## src/ghq_pkg.sv

```systemverilog
// Package for the ground segment height query block.
// Holds field widths, operation codes and the divider cell record.
// No dependencies.
`default_nettype none

package ghq_pkg;

   localparam int COORD_W          = 24;
   localparam int DIV_W            = 25;
   localparam int PROD_W           = 2 * DIV_W;
   localparam int DIV_STEPS        = DIV_W;
   localparam int ENTRY_W          = 4 * COORD_W;
   localparam int COUNT_W          = 9;
   localparam int MAX_SEGMENTS_DEF = 256;

   localparam logic [1:0] OP_ADD   = 2'd0;
   localparam logic [1:0] OP_CHAIN = 2'd1;
   localparam logic [1:0] OP_QUERY = 2'd2;
   localparam logic [1:0] OP_CLEAR = 2'd3;

   typedef struct packed {
      logic                      valid;
      logic                      span;
      logic                      neg;
      logic signed [COORD_W-1:0] y1;
      logic [DIV_W-1:0]          dx;
      logic [DIV_W-1:0]          rem;
      logic [DIV_W-1:0]          num;
      logic [DIV_W-1:0]          quo;
   } div_cell_type;

endpackage

`default_nettype wire

```

## src/ghq_div_cell.sv

```systemverilog
// One restoring division step of the divider chain.
// Depends on ghq_pkg for the cell record.
`default_nettype none

module ghq_div_cell
   import ghq_pkg::*;
(
   input  wire logic         clock,
   input  wire logic         reset,
   input  div_cell_type      cell_i,
   output div_cell_type      cell_o
);

   div_cell_type   cell_ff;
   div_cell_type   cell_in;
   logic [DIV_W:0] trial;

   always_comb begin
      cell_in = cell_i;
      trial   = {cell_i.rem, cell_i.num[DIV_W-1]};
      cell_in.num = {cell_i.num[DIV_W-2:0], 1'b0};
      if (trial >= {1'b0, cell_i.dx}) begin
         cell_in.rem = DIV_W'(trial - {1'b0, cell_i.dx});
         cell_in.quo = {cell_i.quo[DIV_W-2:0], 1'b1};
      end else begin
         cell_in.rem = trial[DIV_W-1:0];
         cell_in.quo = {cell_i.quo[DIV_W-2:0], 1'b0};
      end
   end

   always_ff @(posedge clock) begin
      if (reset) begin
         cell_ff <= '0;
      end else begin
         cell_ff <= cell_in;
      end
   end

   assign cell_o = cell_ff;

endmodule

`default_nettype wire

```

## config.mk

```make
export PLATFORM = sky130hd
export DESIGN_NAME = ghq_div_cell
export DESIGN_NICKNAME = d
export VERILOG_FILES = /design/src/ghq_pkg.sv /design/src/ghq_div_cell.sv
export SDC_FILE = /design/constraint.sdc
export NUM_CORES = 1
export LEC_CHECK = 0
export ABC_AREA = 0
export BUFFER_PORTS_ARGS = -buffer_cell sky130_fd_sc_hd__buf_2
export CAP_MARGIN = 20
export CORE_UTILIZATION = 30
export CTS_BUF_LIST = sky130_fd_sc_hd__clkbuf_4 sky130_fd_sc_hd__clkbuf_8
export CTS_CLUSTER_SIZE = 20
export DETAILED_ROUTE_END_ITERATION = 6
export GPL_TIMING_DRIVEN = 1
export MAX_ROUTING_LAYER = met4
export PLACE_DENSITY = 0.62
export SYNTH_ARGS = -nofsm -noshare
export SYNTH_HDL_FRONTEND = slang
export SYNTH_SLANG_ARGS = --single-unit
```

## constraint.sdc

```tcl
create_clock -name clock -period 4.1 [get_ports clock]
set_input_delay 0.41 -clock clock [delete_from_list [all_inputs] [get_ports clock]]
set_output_delay 0.41 -clock clock [all_outputs]
set_load 0.03 [all_outputs]
```

==> key figures <==
Pwr
  • Total power: approximately 3.1 mW
  • Leak: approximately 3.4 nW
  • Pwr Density: ~460 nW/um2
  • Max rail drop VDD: 0.0001978 V

Route
  • Via Count: roughly 4.3k
  • TritonRoute pass-1 iters: 6
  • WL met2: 6689 um
  • DRT antenna net count: 0
  • Met3 wire len: around 1100 um
  • DRT Wirelength: between 10000 and 15000 um
  • First DRT Iteration DRCs: roughly 140
  • Drt wl/cell: around 14 um
  • DRC: 0
  • Vias per cell: 4.322
  • Top Metal Used: met4
  • Post-Route M1 WL: ~5600 um

Placement
  • IO buf count: ~250
  • Pre-CTS setup slack: between 0.8 and 0.9 ns
  • Routability cong.: a little under 0.8
  • Dpl cells: a little under 1k
  • DP HPWL: approximately 10000 um

Clocking
  • Hold-fix buffers, CTS: 0
  • TritonCTS Buffers: 17
  • TritonCTS clock tree: yes
  • Root buf cell: clkbuf_8
  • Post-CTS sizing: 0
  • H-tree depth: 4
  • CTS Sinks: around 130
  • CTS clk-pin slew, worst paths: 0.09 ns
  • Bufs on Longest Clock Path: 2
  • # Post-CTS Setup Buffers: 0

Setup path
  • Crit Path Category: primary input to register
  • CP Data Required Time: 4.46 ns
  • Crit-path max cell delay: ~0.73 ns
  • WP data arrival: approximately 3.1 ns
  • CP max FO: 25
  • WP buf/inv: 3
  • CP max stage cell: nor2_4
  • Type of origin of the critical path: primary input
  • Setup crit end kind: register
  • Crit path cell chain: buf_2 > inv_1 > ha_1 > a21o_1 > a21o_1 > a21oi_1 > o211ai_1 > nand2_1 > nor2_4 > buf_4 > nand2_1 > a21oi_1
  • Largest delay share family, worst path: simple AND/OR/NAND/NOR gates

STA
  • Max frequency: between 300 and 400 MHz
  • Slew @ Worst Pin: 1.009 ns
  • Tmin final: about 2.8 ns
  • Setup TNS: 0 ns
  • Final Hold Viols: 0
  • Setup Viol. Count Final: 0
  • Worst setup margin: 1.337 ns
  • Hold WS: 0.1647 ns
  • Relative slew slack: about 33%
  • Final Slew Violations: 0
  • RSZ-0062 raised after global routing: no
  • Final worst-path cycle share: about two thirds

Synthesis
  • YS warnings: 0
  • Sequential cell area fraction in the yosys report: 51.15%
  • Largest family of logic cells by synthesized area: simple AND/OR/NAND/NOR gates
  • Post-synth ARST share: 0%
  • Synth Cell Area: between 4000 and 5000 um2
  • Syn_area_per_cell: around 9.6 um2
  • Compound-Gate Fraction of Synth Area: between 10% and 20%
  • Main synth FF type: dfxtp_1
  • Netlist cell types: 53
  • Syn Nets: between 600 and 700
  • Synth Area in Simple Gates: between 20% and 30%
  • Mapped Cells: 513
  • Mux contribution to synthesized area: ~1.4%
  • Xor and xnor area share after synthesis: about 3.4%
  • FF+latch count, synth: 126
  • Adder-cell share of the synthesized area: under 10%
  • Post-synth EDFFs: 0

Global routing
  • Largest net degree at the start of global routing: around 100
  • First-pass GRT wire length: slightly above 20000 um
  • Vias in the first global route: around 4.0k
  • GRT Util Overall: between 15 and 20%
  • Initial antenna violation count: 1
  • Congestion Overflow GR: 0

Run status
  • Run status: completed

Min path
  • Cells on Worst Hold Path: 2
  • Hold endpoint: cell_o[108]
  • Worst hold path type: primary input to register
  • Worst hold start: cell_i[108]

Layout
  • Share of layout cells above drive strength 1: just under 40%
  • Layout area overhead: 37.99%
  • # nets final: between 900 and 1k
  • Fin cells: 998
  • Largest register FFs: 126

Floorplan
  • DIE AREA: between 15000 and 20000 um2
  • Chip width: approximately 130 um
  • Die Y: about 130 um
  • Site Rows: 46
  • Core area: between 15000 and 20000 um2
  • Initial Util: a little under a third
  • IO Pins: around 260

Run
  • MaxCap Viol Count: 0
## cell usage after synthesis, types with 2 or more instances
master    instances  area, um2
nor2_1           42      157.7
or2_2             2      12.51
buf_1             3      11.26
o21ai_0          20      100.1
a211o_1           3      26.28
a21boi_0          2      15.01
and3_1            4      25.02
a21o_1            8      60.06
nand4_1           4      25.02
inv_1            31      116.4
nand2b_1          2      12.51
a211oi_1          7      52.55
clkbuf_1         12      45.04
buf_2             3      15.01
dfxtp_1         126       2522
buf_6             2      22.52
a21oi_2           3      26.28
nand2_1          22      82.58
and4_1            3      26.28
ha_1             25      312.8
o21bai_1          3      22.52
and2_1            3      18.77
nor2b_1          78      488.0
o21a_1            2      15.01
nor3_1            8      40.04
a21oi_1          36      180.2
a31oi_1           2      12.51
nand3_1           9      45.04
xnor2_1          14      122.6
xor2_1            5      43.79
mux2i_1           7      70.07
## worst max path at each step
stage	start	end	slack [ns]	depth (start not counted)
floorplan	cell_i[49]	cell_o[69]	1.53	13
global placement	cell_i[94]	cell_o[68]	0.95	12
detailed placement	cell_i[94]	cell_o[68]	0.87	12
CTS	cell_i[94]	cell_o[68]	1.34	12
global route	cell_i[94]	cell_o[68]	1.04	12
finish	cell_i[94]	cell_o[68]	1.34	12
## kinds of logic after synthesis
| family | count (synthesis) |
|---|---|
| and+or+nand+nor | 184 |
| adders and majority gates | 26 |
| other | 1 |
| muxes | 7 |
| xor gates and xnor gates | 19 |
| buffers and inverters | 52 |
| AOI/OAI and AO/OA | 98 |
| DFF | 126 |
## cell type report
class                           instances  area (um2)
Antenna cell                            1       2.502
Clock inverter                         15       168.9
Tap cell                              216       270.3
Sequential cell                       126        2522
Multi-Input combinational cell        335        2191
Clock buffer                           17       234.0
Timing Repair Buffer                  257        1299
Fill cell                            1653        9139
Inverter                               31       116.4
## cells in the final DEF (no fill, tap or decap), types with 5 or more instances in the layout
| cell | instances |
|---|---|
| buf_2 | 252 |
| a21oi_1 | 36 |
| xor2_1 | 5 |
| inv_1 | 31 |
| xnor2_1 | 14 |
| nor3_1 | 8 |
| clkbuf_8 | 17 |
| inv_6 | 5 |
| ha_1 | 25 |
| o21ai_0 | 20 |
| nor2_1 | 42 |
| a21o_1 | 8 |
| nand3_1 | 9 |
| nand2_1 | 22 |
| dfxtp_1 | 126 |
| buf_4 | 5 |
| a211oi_1 | 7 |
| mux2i_1 | 7 |
| nor2b_1 | 78 |
## per-layer routing
metal | up-vias | global-route usage [%]
li1 | 2218 | -
met1 | 1913 | 17.95
met2 | 164 | 27.50
met3 | 18 | 4.920
met4 | 0 | 6.840
met5 | - | -
## where the power goes
| part | internal (mW) | switching (mW) | leakage (nW) | total, mW |
|---|---|---|---|---|
| sequential | 1.31 | 0.0196 | 1.05 | 1.33 |
| combinational | 0.251 | 0.444 | 2.19 | 0.695 |
| clock | 0.512 | 0.588 | 0.203 | 1.10 |
## per-stage QoR
stage	util, %	cell area [um2]
after floorplan	-	4931
after global placement	40.14	6399
after detailed placement	40.14	6399
after global routing	42.68	6804
after CTS	42.66	6802
final	42.68	6804
(Power assumes the default switching activity.)
