===== config.mk =====
export PLATFORM = sky130hd
export DESIGN_NAME = ghq_ram
export DESIGN_NICKNAME = d
export VERILOG_FILES = /design/src/ghq_ram.sv
export SDC_FILE = /design/constraint.sdc
export NUM_CORES = 1
export LEC_CHECK = 0
export BUFFER_PORTS_ARGS = -buffer_cell sky130_fd_sc_hd__clkbuf_2
export CAP_MARGIN = 0
export CORE_MARGIN = 2
export CORE_UTILIZATION = 56
export DETAILED_ROUTE_END_ITERATION = 8
export GPL_TIMING_DRIVEN = 1
export PLACE_DENSITY_LB_ADDON = 0.08
export REMOVE_ABC_BUFFERS = 1
export SETUP_SLACK_MARGIN = 0.05
export SYNTH_ARGS = -nofsm -noshare
export SYNTH_HDL_FRONTEND = slang
export SYNTH_SLANG_ARGS = --single-unit

===== constraint.sdc =====
create_clock -name clock -period 2.5 [get_ports clock]
set_clock_uncertainty 0.1 [all_clocks]
set_input_delay 0.5 -clock clock [delete_from_list [all_inputs] [get_ports clock]]
set_output_delay 0.5 -clock clock [all_outputs]
set_load 0.02 [all_outputs]

===== src/ghq_ram.sv =====
// Generic single write port, single read port RAM with a registered read.
// No dependencies.
`default_nettype none

module ghq_ram #(
   parameter int WIDTH = 8,
   parameter int DEPTH = 16
) (
   input  wire logic                     clock,
   input  wire logic                     wr_en,
   input  wire logic [$clog2(DEPTH)-1:0] wr_addr,
   input  wire logic [WIDTH-1:0]         wr_data,
   input  wire logic [$clog2(DEPTH)-1:0] rd_addr,
   output logic      [WIDTH-1:0]         rd_data
);

   logic [WIDTH-1:0] mem [DEPTH];

   always_ff @(posedge clock) begin
      if (wr_en) begin
         mem[wr_addr] <= wr_data;
      end
      rd_data <= mem[rd_addr];
   end

endmodule

`default_nettype wire


==> impl_metrics.tcl, run 1 <==
set metrics [dict create \
    reg2reg_depth 3 \
    track_usage_pct 20.03 \
    r2r_slack_ns 1.07 \
    avgViaCountPerCell 5.943 \
    power.density_nw_per_um2 854.4 \
    path_buf_inv 1 \
    finalSetupViolations 0 \
    cts-root-buf "clkbuf_8" \
    synth_xor_xnor_area_share_pct 0 \
    start_util_pct 58.45 \
    arrival_ns 1.07 \
    slew_headroom_pct 73.80 \
    fin_nets 301 \
    path_delay_family "flip-flops" \
    hp-class "primary input to flip-flop" \
    setup_ws_ns 0.8330 \
    r2r-start "mem[0][0]" \
    gp_congestion 0.7153 \
    cts.sinks 136 \
    muxShareOfSynthArea_pct 15.02 \
    cts-buffers-inserted 17 \
    dp_hpwl_um 5766 \
    grt_pass1_wl_um 13890 \
    area_growth_pct 17.96 \
    switchingPower_mw 1.031 \
    p_clk_share_pct 45.8 \
    synthAdderAreaFrac_pct 0 \
    worstPathRequired_ns 1.90 \
    timing.hold.ws_ns 0.3033 \
    final_cell_mix "edfxtp_1 (128), clkbuf_2 (25), mux4_2 (18), buf_4 (18)" \
    drv_slew 0 \
    synth-seq-area-share_pct 77.78 \
    start_kind "flip-flop" \
    synthDistinctLibCells 19 \
    worst-slew-pin-transition_ns 0.3930 \
    reg2reg_to "rd_data[0]" \
    p_comb_share_pct 4.7 \
    ys_seq_elements 136 \
    fmax_ghz 0.5999 \
    slowest_stage "dfxtp_1" \
    power_leakage_nw 2.089 \
    portBuffers 25 \
    synth-warning-count 0 \
    layout-drive-gt1-share_pct 31.42 \
    fin_tns_setup_ns 0 \
    num_io_pins 26 \
    h-tree-depth 4 \
    p_int_mw 4.157 \
    power_frac_seq_pct 49.5 \
    status "complete, no violations" \
    hp-start "wr_data[6]" \
    postRouteAntennaNets 0 \
    power_mw 5.188 \
    syn-cell-area_um2 5147 \
    layout_min_cycle_time_ns 1.667 \
    antenna_found_initial 0 \
    synth_cells 229 \
    crit_path_end_kind "output port" \
    cts_tree "done" \
    fin_crit_sh_pct 66.68 \
    clk_latency_ns 0.51 \
    grt_pass1_vias 2440 \
    synth.avg_cell_area_um2 22.48 \
    dr.pass1.iters 4 \
    worst_hold_path.endpoint "mem[2][6]" \
    dp_slack_ns 0.4105 \
    synth_top_family_by_area "multiplexers" \
    grt-ovfl-total 0 \
    dieArea_um2 9975 \
    holdPathStages 1 \
    crit_type "flip-flop to output port" \
    path_cells "clkbuf_2" \
    clk_pin_slew_ns 0.06 \
    vdd.ir_drop.worst_mv 0.4922 \
    synth-compound-area-share_pct 2.333 \
    final_common_cell "edfxtp_1" \
    core_area_um2 8806 \
    yosys.area_share.simple_pct 3.184 \
    drc 0 \
    cts_hold_buf 0 \
    post_cts_buffers 0 \
    drtIter0Drc 147 \
    vias 2401 \
    wl_per_cell_um 22.36 \
    rsz0062_at_grt "false" \
    clockBufferDepth 2 \
    die_h_um 99.88 \
    antenna_cells_inserted 0 \
    grt_max_degree 33 \
    die_w_um 99.88 \
    swShare_pct 19.88 \
    fp-row-count 34 \
    wirelength_um 9034 \
    cts_resized 0 \
    maxCapViolations 0 \
    worstPathMaxFanout 1 \
    finalHoldViolCount 0 \
    max_stage_delay_ns 0.36 \
]
## power by group through the flow
stage / clock [mW] / combinational, mW / sequential (mW)
6_report: 2.38 / 0.246 / 2.57
3_3_place_gp: 0 / 0.245 / 2.61
3_5_place_dp: 0 / 0.250 / 2.61
2_1_floorplan: 0 / 0.102 / 2.63
5_1_grt: 2.51 / 0.268 / 2.57
4_1_cts: 2.42 / 0.251 / 2.57
## metrics by stage
step           util [%]  instances  area [um^2]
6_report          68.95        404         6072
5_1_grt           68.95        404         6072
4_1_cts           68.95        404         6072
3_5_place_dp      62.42        372         5497
3_3_place_gp      62.42        372         5497
2_1_floorplan         -        219         5061
## cell families after synthesis
kind of cell | after synthesis
AND/OR/NAND/NOR | 35
AO/OA/AOI/OAI | 16
buffers and inverters | 10
flip-flops | 136
multiplexers | 32
## synthesized netlist by cell type
cell type | n | share of area [%]
nor3_1 | 4 | 0.39
edfxtp_1 | 128 | 75
buf_4 | 1 | 0.15
nand3b_1 | 2 | 0.29
nand2_1 | 9 | 0.66
or3b_2 | 1 | 0.17
a22oi_1 | 16 | 2.3
and2_1 | 1 | 0.12
dfxtp_1 | 8 | 3.1
buf_6 | 3 | 0.66
buf_2 | 3 | 0.29
nand2b_1 | 2 | 0.24
nor2b_1 | 1 | 0.12
mux4_2 | 18 | 7.9
mux4_1 | 14 | 7.1
and2b_1 | 1 | 0.15
nor2_1 | 13 | 0.95
nand3_1 | 1 | 0.097
clkdlybuf4s25_2 | 3 | 0.58
## area by class of cell
cell class,instances,area (um^2)
Fill cell,547,2734
Sequential cell,136,4004
Clock buffer,18,417.9
Clock inverter,14,157.7
Timing Repair Buffer,45,300.3
Tap cell,108,135.1
Multi-Input combinational cell,83,1057
## flip-flops by register name, indices dropped and copies added (netlist names)
| signal | count |
|---|---|
| rd_data | 8 |
| mem | 128 |
## routing by layer
| layer | up-vias | wire length (um) | share of wire, % | track usage, % |
|---|---|---|---|---|
| li1 | 1085 | - | - | - |
| met1 | 1242 | 3977 | 44 | 27.80 |
| met2 | 67 | 4483 | 50 | 30.72 |
| met3 | 7 | 483 | 5.3 | 5.501 |
| met4 | 0 | 89 | 0.99 | 8.219 |
| met5 | - | 0 | 0 | 0 |
## worst max-delay path by stage
stage | endpoint | from | depth (start not counted) | slack (ns)
3_3_place_gp | rd_data[0] | rd_addr[0] | 5 | 0.42
3_5_place_dp | rd_data[0] | rd_addr[0] | 5 | 0.41
5_1_grt | rd_data[6] | rd_data[6] | 1 | 0.79
6_report | rd_data[6] | rd_data[6] | 1 | 0.83
4_1_cts | rd_data[6] | rd_data[6] | 1 | 0.79
2_1_floorplan | mem[0][0] | wr_addr[2] | 2 | 0.41
Note: power is estimated with default switching activity, not from simulation.
==> run 2: changes to the inputs <==
- ABC_AREA: unset -> 1
- clock period: 2.5 -> 1.54 ns (I/O delays scaled with it)
==> impl_metrics.tcl, run 2 <==
set metrics [dict create \
    fmax_ghz 0.6901 \
    start_kind "flip-flop" \
    fin_crit_sh_pct 94.10 \
    critPathLaunch "rd_data[1]" \
    worstPathMaxFanout 1 \
    reg2reg_to "rd_data[5]" \
    layout_min_cycle_time_ns 1.449 \
    p_clk_share_pct 44.9 \
    worst-slew-pin-transition_ns 0.4227 \
    synth_top_cell_by_area "edfxtp_1" \
    synthAdderAreaFrac_pct 0 \
    cts-root-buf "clkbuf_8" \
    synthTopCellsByArea "edfxtp_1 (67%), nand2_1 (11%), nand3_1 (8.4%)" \
    swShare_pct 22.78 \
    synth-compound-area-share_pct 0 \
    p_int_mw 6.623 \
    synth-warning-count 0 \
    area_growth_pct 16.64 \
    clk_latency_ns 0.52 \
    nFillCells 786 \
    yosys.area_share.simple_pct 21.05 \
    synth_top_family_by_area "simple AND/OR/NAND/NOR gates" \
    grt-busiest-layer "met2" \
    dp_slack_ns -0.0001646 \
    wl_per_cell_um 17.14 \
    syn-cell-area_um2 5767 \
    synth_cells 551 \
    postRouteAntennaNets 0 \
    regMostFlops "mem" \
    synth-seq-area-share_pct 69.43 \
    worstPathRequired_ns 1.13 \
    synth_xor_xnor_area_share_pct 0 \
    crit_path_end_kind "output port" \
    synth_commonest_cells "nand2_1 (173), edfxtp_1 (128), inv_1 (100)" \
    ys_seq_elements 136 \
    core_area_um2 10140 \
    layout-drive-gt1-share_pct 14.26 \
    synth_edf_count 128 \
    rsz0062_at_grt "false" \
    finalSetupViolations 0 \
    grt_pass1_vias 3778 \
    post_cts_buffers 0 \
    max_stage_delay_ns 0.35 \
    start_util_pct 56.88 \
    drc 0 \
    final_common_cell "nand2_1" \
    synth.avg_cell_area_um2 10.47 \
    r2r-start "mem[9][5]" \
    finalInstanceArea_um2 6726 \
    power_mw 8.577 \
    muxShareOfSynthArea_pct 0 \
    synthArstFlopShare_pct 0 \
    crit_type "flip-flop to output port" \
    dr.pass1.iters 5 \
    vdd.ir_drop.worst_mv 0.7394 \
    path_buf_inv 1 \
    top_regs "mem x128, rd_data x8" \
    synth_top_area_share_pct 66.65 \
    grt-ovfl-total 0 \
    p_comb_share_pct 6.4 \
    power_leakage_nw 2.937 \
    drtIter0Drc 392 \
    cts_tree "done" \
    gp_congestion 0.7702 \
    die_h_um 105.5 \
    portBuffers 25 \
    grt_use_met3_pct 5.504 \
    placed_area_um2 6141 \
    synthFlopType "edfxtp_1" \
    fp-row-count 37 \
    clk_pin_slew_ns 0.06 \
    wirelength_um 12790 \
    drv_slew 0 \
    slowest_stage "dfxtp_2" \
    grt_max_degree 42 \
    switchingPower_mw 1.954 \
    grtUsageMet2_pct 38.57 \
    avgViaCountPerCell 5.105 \
    cp.depth 1 \
    multi_input_area_um2 1214 \
    final_core_util_pct 66.35 \
    dieArea_um2 11130 \
    grt_pass1_wl_um 20330 \
    path_cells "clkbuf_4" \
    clockBufferDepth 2 \
    regArea_um2 4008 \
    crit_end "rd_data[1]" \
    dp_hpwl_um 7813 \
    antenna_found_initial 0 \
    maxCapViolations 0 \
    die_w_um 105.5 \
    yosysMostFrequentCell "nand2_1" \
    largest_reg_flops 128 \
    fin_nets 615 \
    finalHoldViolCount 0 \
    final_cell_mix "nand2_1 (173), edfxtp_1 (128), inv_1 (100), nand3_1 (97)" \
    cts.sinks 136 \
    track_usage_pct 25.18 \
    status "complete, no violations" \
    power_frac_seq_pct 48.6 \
    slew_headroom_pct 71.82 \
    synthDistinctLibCells 12 \
    path_delay_family "flip-flops" \
    grtUsageMet1_pct 35.17 \
    cts-buffers-inserted 17 \
    vias 3808 \
    num_io_pins 26 \
    antenna_cells_inserted 0 \
    hp-class "primary input to flip-flop" \
    reg2reg_depth 6 \
    setup_ws_ns 0.09090 \
    arrival_ns 1.04 \
    r2r_slack_ns 0.40 \
    power.density_nw_per_um2 1275 \
    h-tree-depth 4 \
]
[run 2: cell types whose count changed after synthesis, sizes merged, moves of 3 or more]
cell / change
buf: +17
inv: +102
nand2: +164
nand3: +96
nor3: -4
a22oi: -16
mux4: -32
nor2: +4
clkdlybuf4s25: -3
[run 2: cell families (layout without fill, tap and decap cells)]
group	count (synthesis)	after routing
buffers and inverters	126	185
DFF	136	136
and+or+nand+nor	289	289
[run 2: repair_timing]
action,in CTS,in global routing
resized for setup,7,0
hold buffers,0,0
endpoints found under the setup margin,3,0
[run 2: worst min path at each step]
stage / start / to / cells past startpoint
finish: rd_addr[3] / rd_data[6] / 4
global route: rd_addr[3] / rd_data[6] / 4
CTS: rd_addr[3] / rd_data[6] / 4
detailed placement: mem[11][3] / rd_data[3] / 6
global placement: mem[6][2] / rd_data[2] / 6
floorplan: wr_data[0] / mem[0][0] / 0
[run 2: per-layer routing]
layer / wire (um) / vias to the layer above
met1: 5743 / 1792
met5: 0 / -
met3: 836 / 16
met2: 5929 / 136
li1: - / 1864
met4: 276 / 0
[run 2: worst register-to-register path: stages (launching register included)]
cell	delay, ns
edfxtp_1	0.38
inv_1	0.07
nand2_1	0.04
nand3_1	0.08
nand3_1	0.13
nand3_1	0.17
nand2_1	0.07
[run 2: power groups by stage]
stage          Clock, mW  Sequential [mW]  Combinational, mW
4_1_cts             3.88             4.17              0.558
3_3_place_gp           0             4.24              0.537
6_report            3.85             4.17              0.552
5_1_grt             4.04             4.18              0.615
3_5_place_dp           0             4.25              0.545
2_1_floorplan          0             4.27              0.223
[run 2: per-stage QoR]
stage	cells	hold slack, ns	TNS, ns
finish	746	0.1229	0
floorplan	527	0.3069	0
global route	746	0.1151	0
global placement	714	0.5469	0
CTS	746	0.09874	0
detailed placement	714	0.5495	-0.0001646
[run 2: final cells by class]
class	count	area share, %
Clock buffer	18	6.213
Timing Repair Buffer	51	5.711
Inverter	102	5.692
Clock inverter	14	2.232
Sequential cell	136	59.58
Tap cell	136	2.530
Multi-Input combinational cell	289	18.04
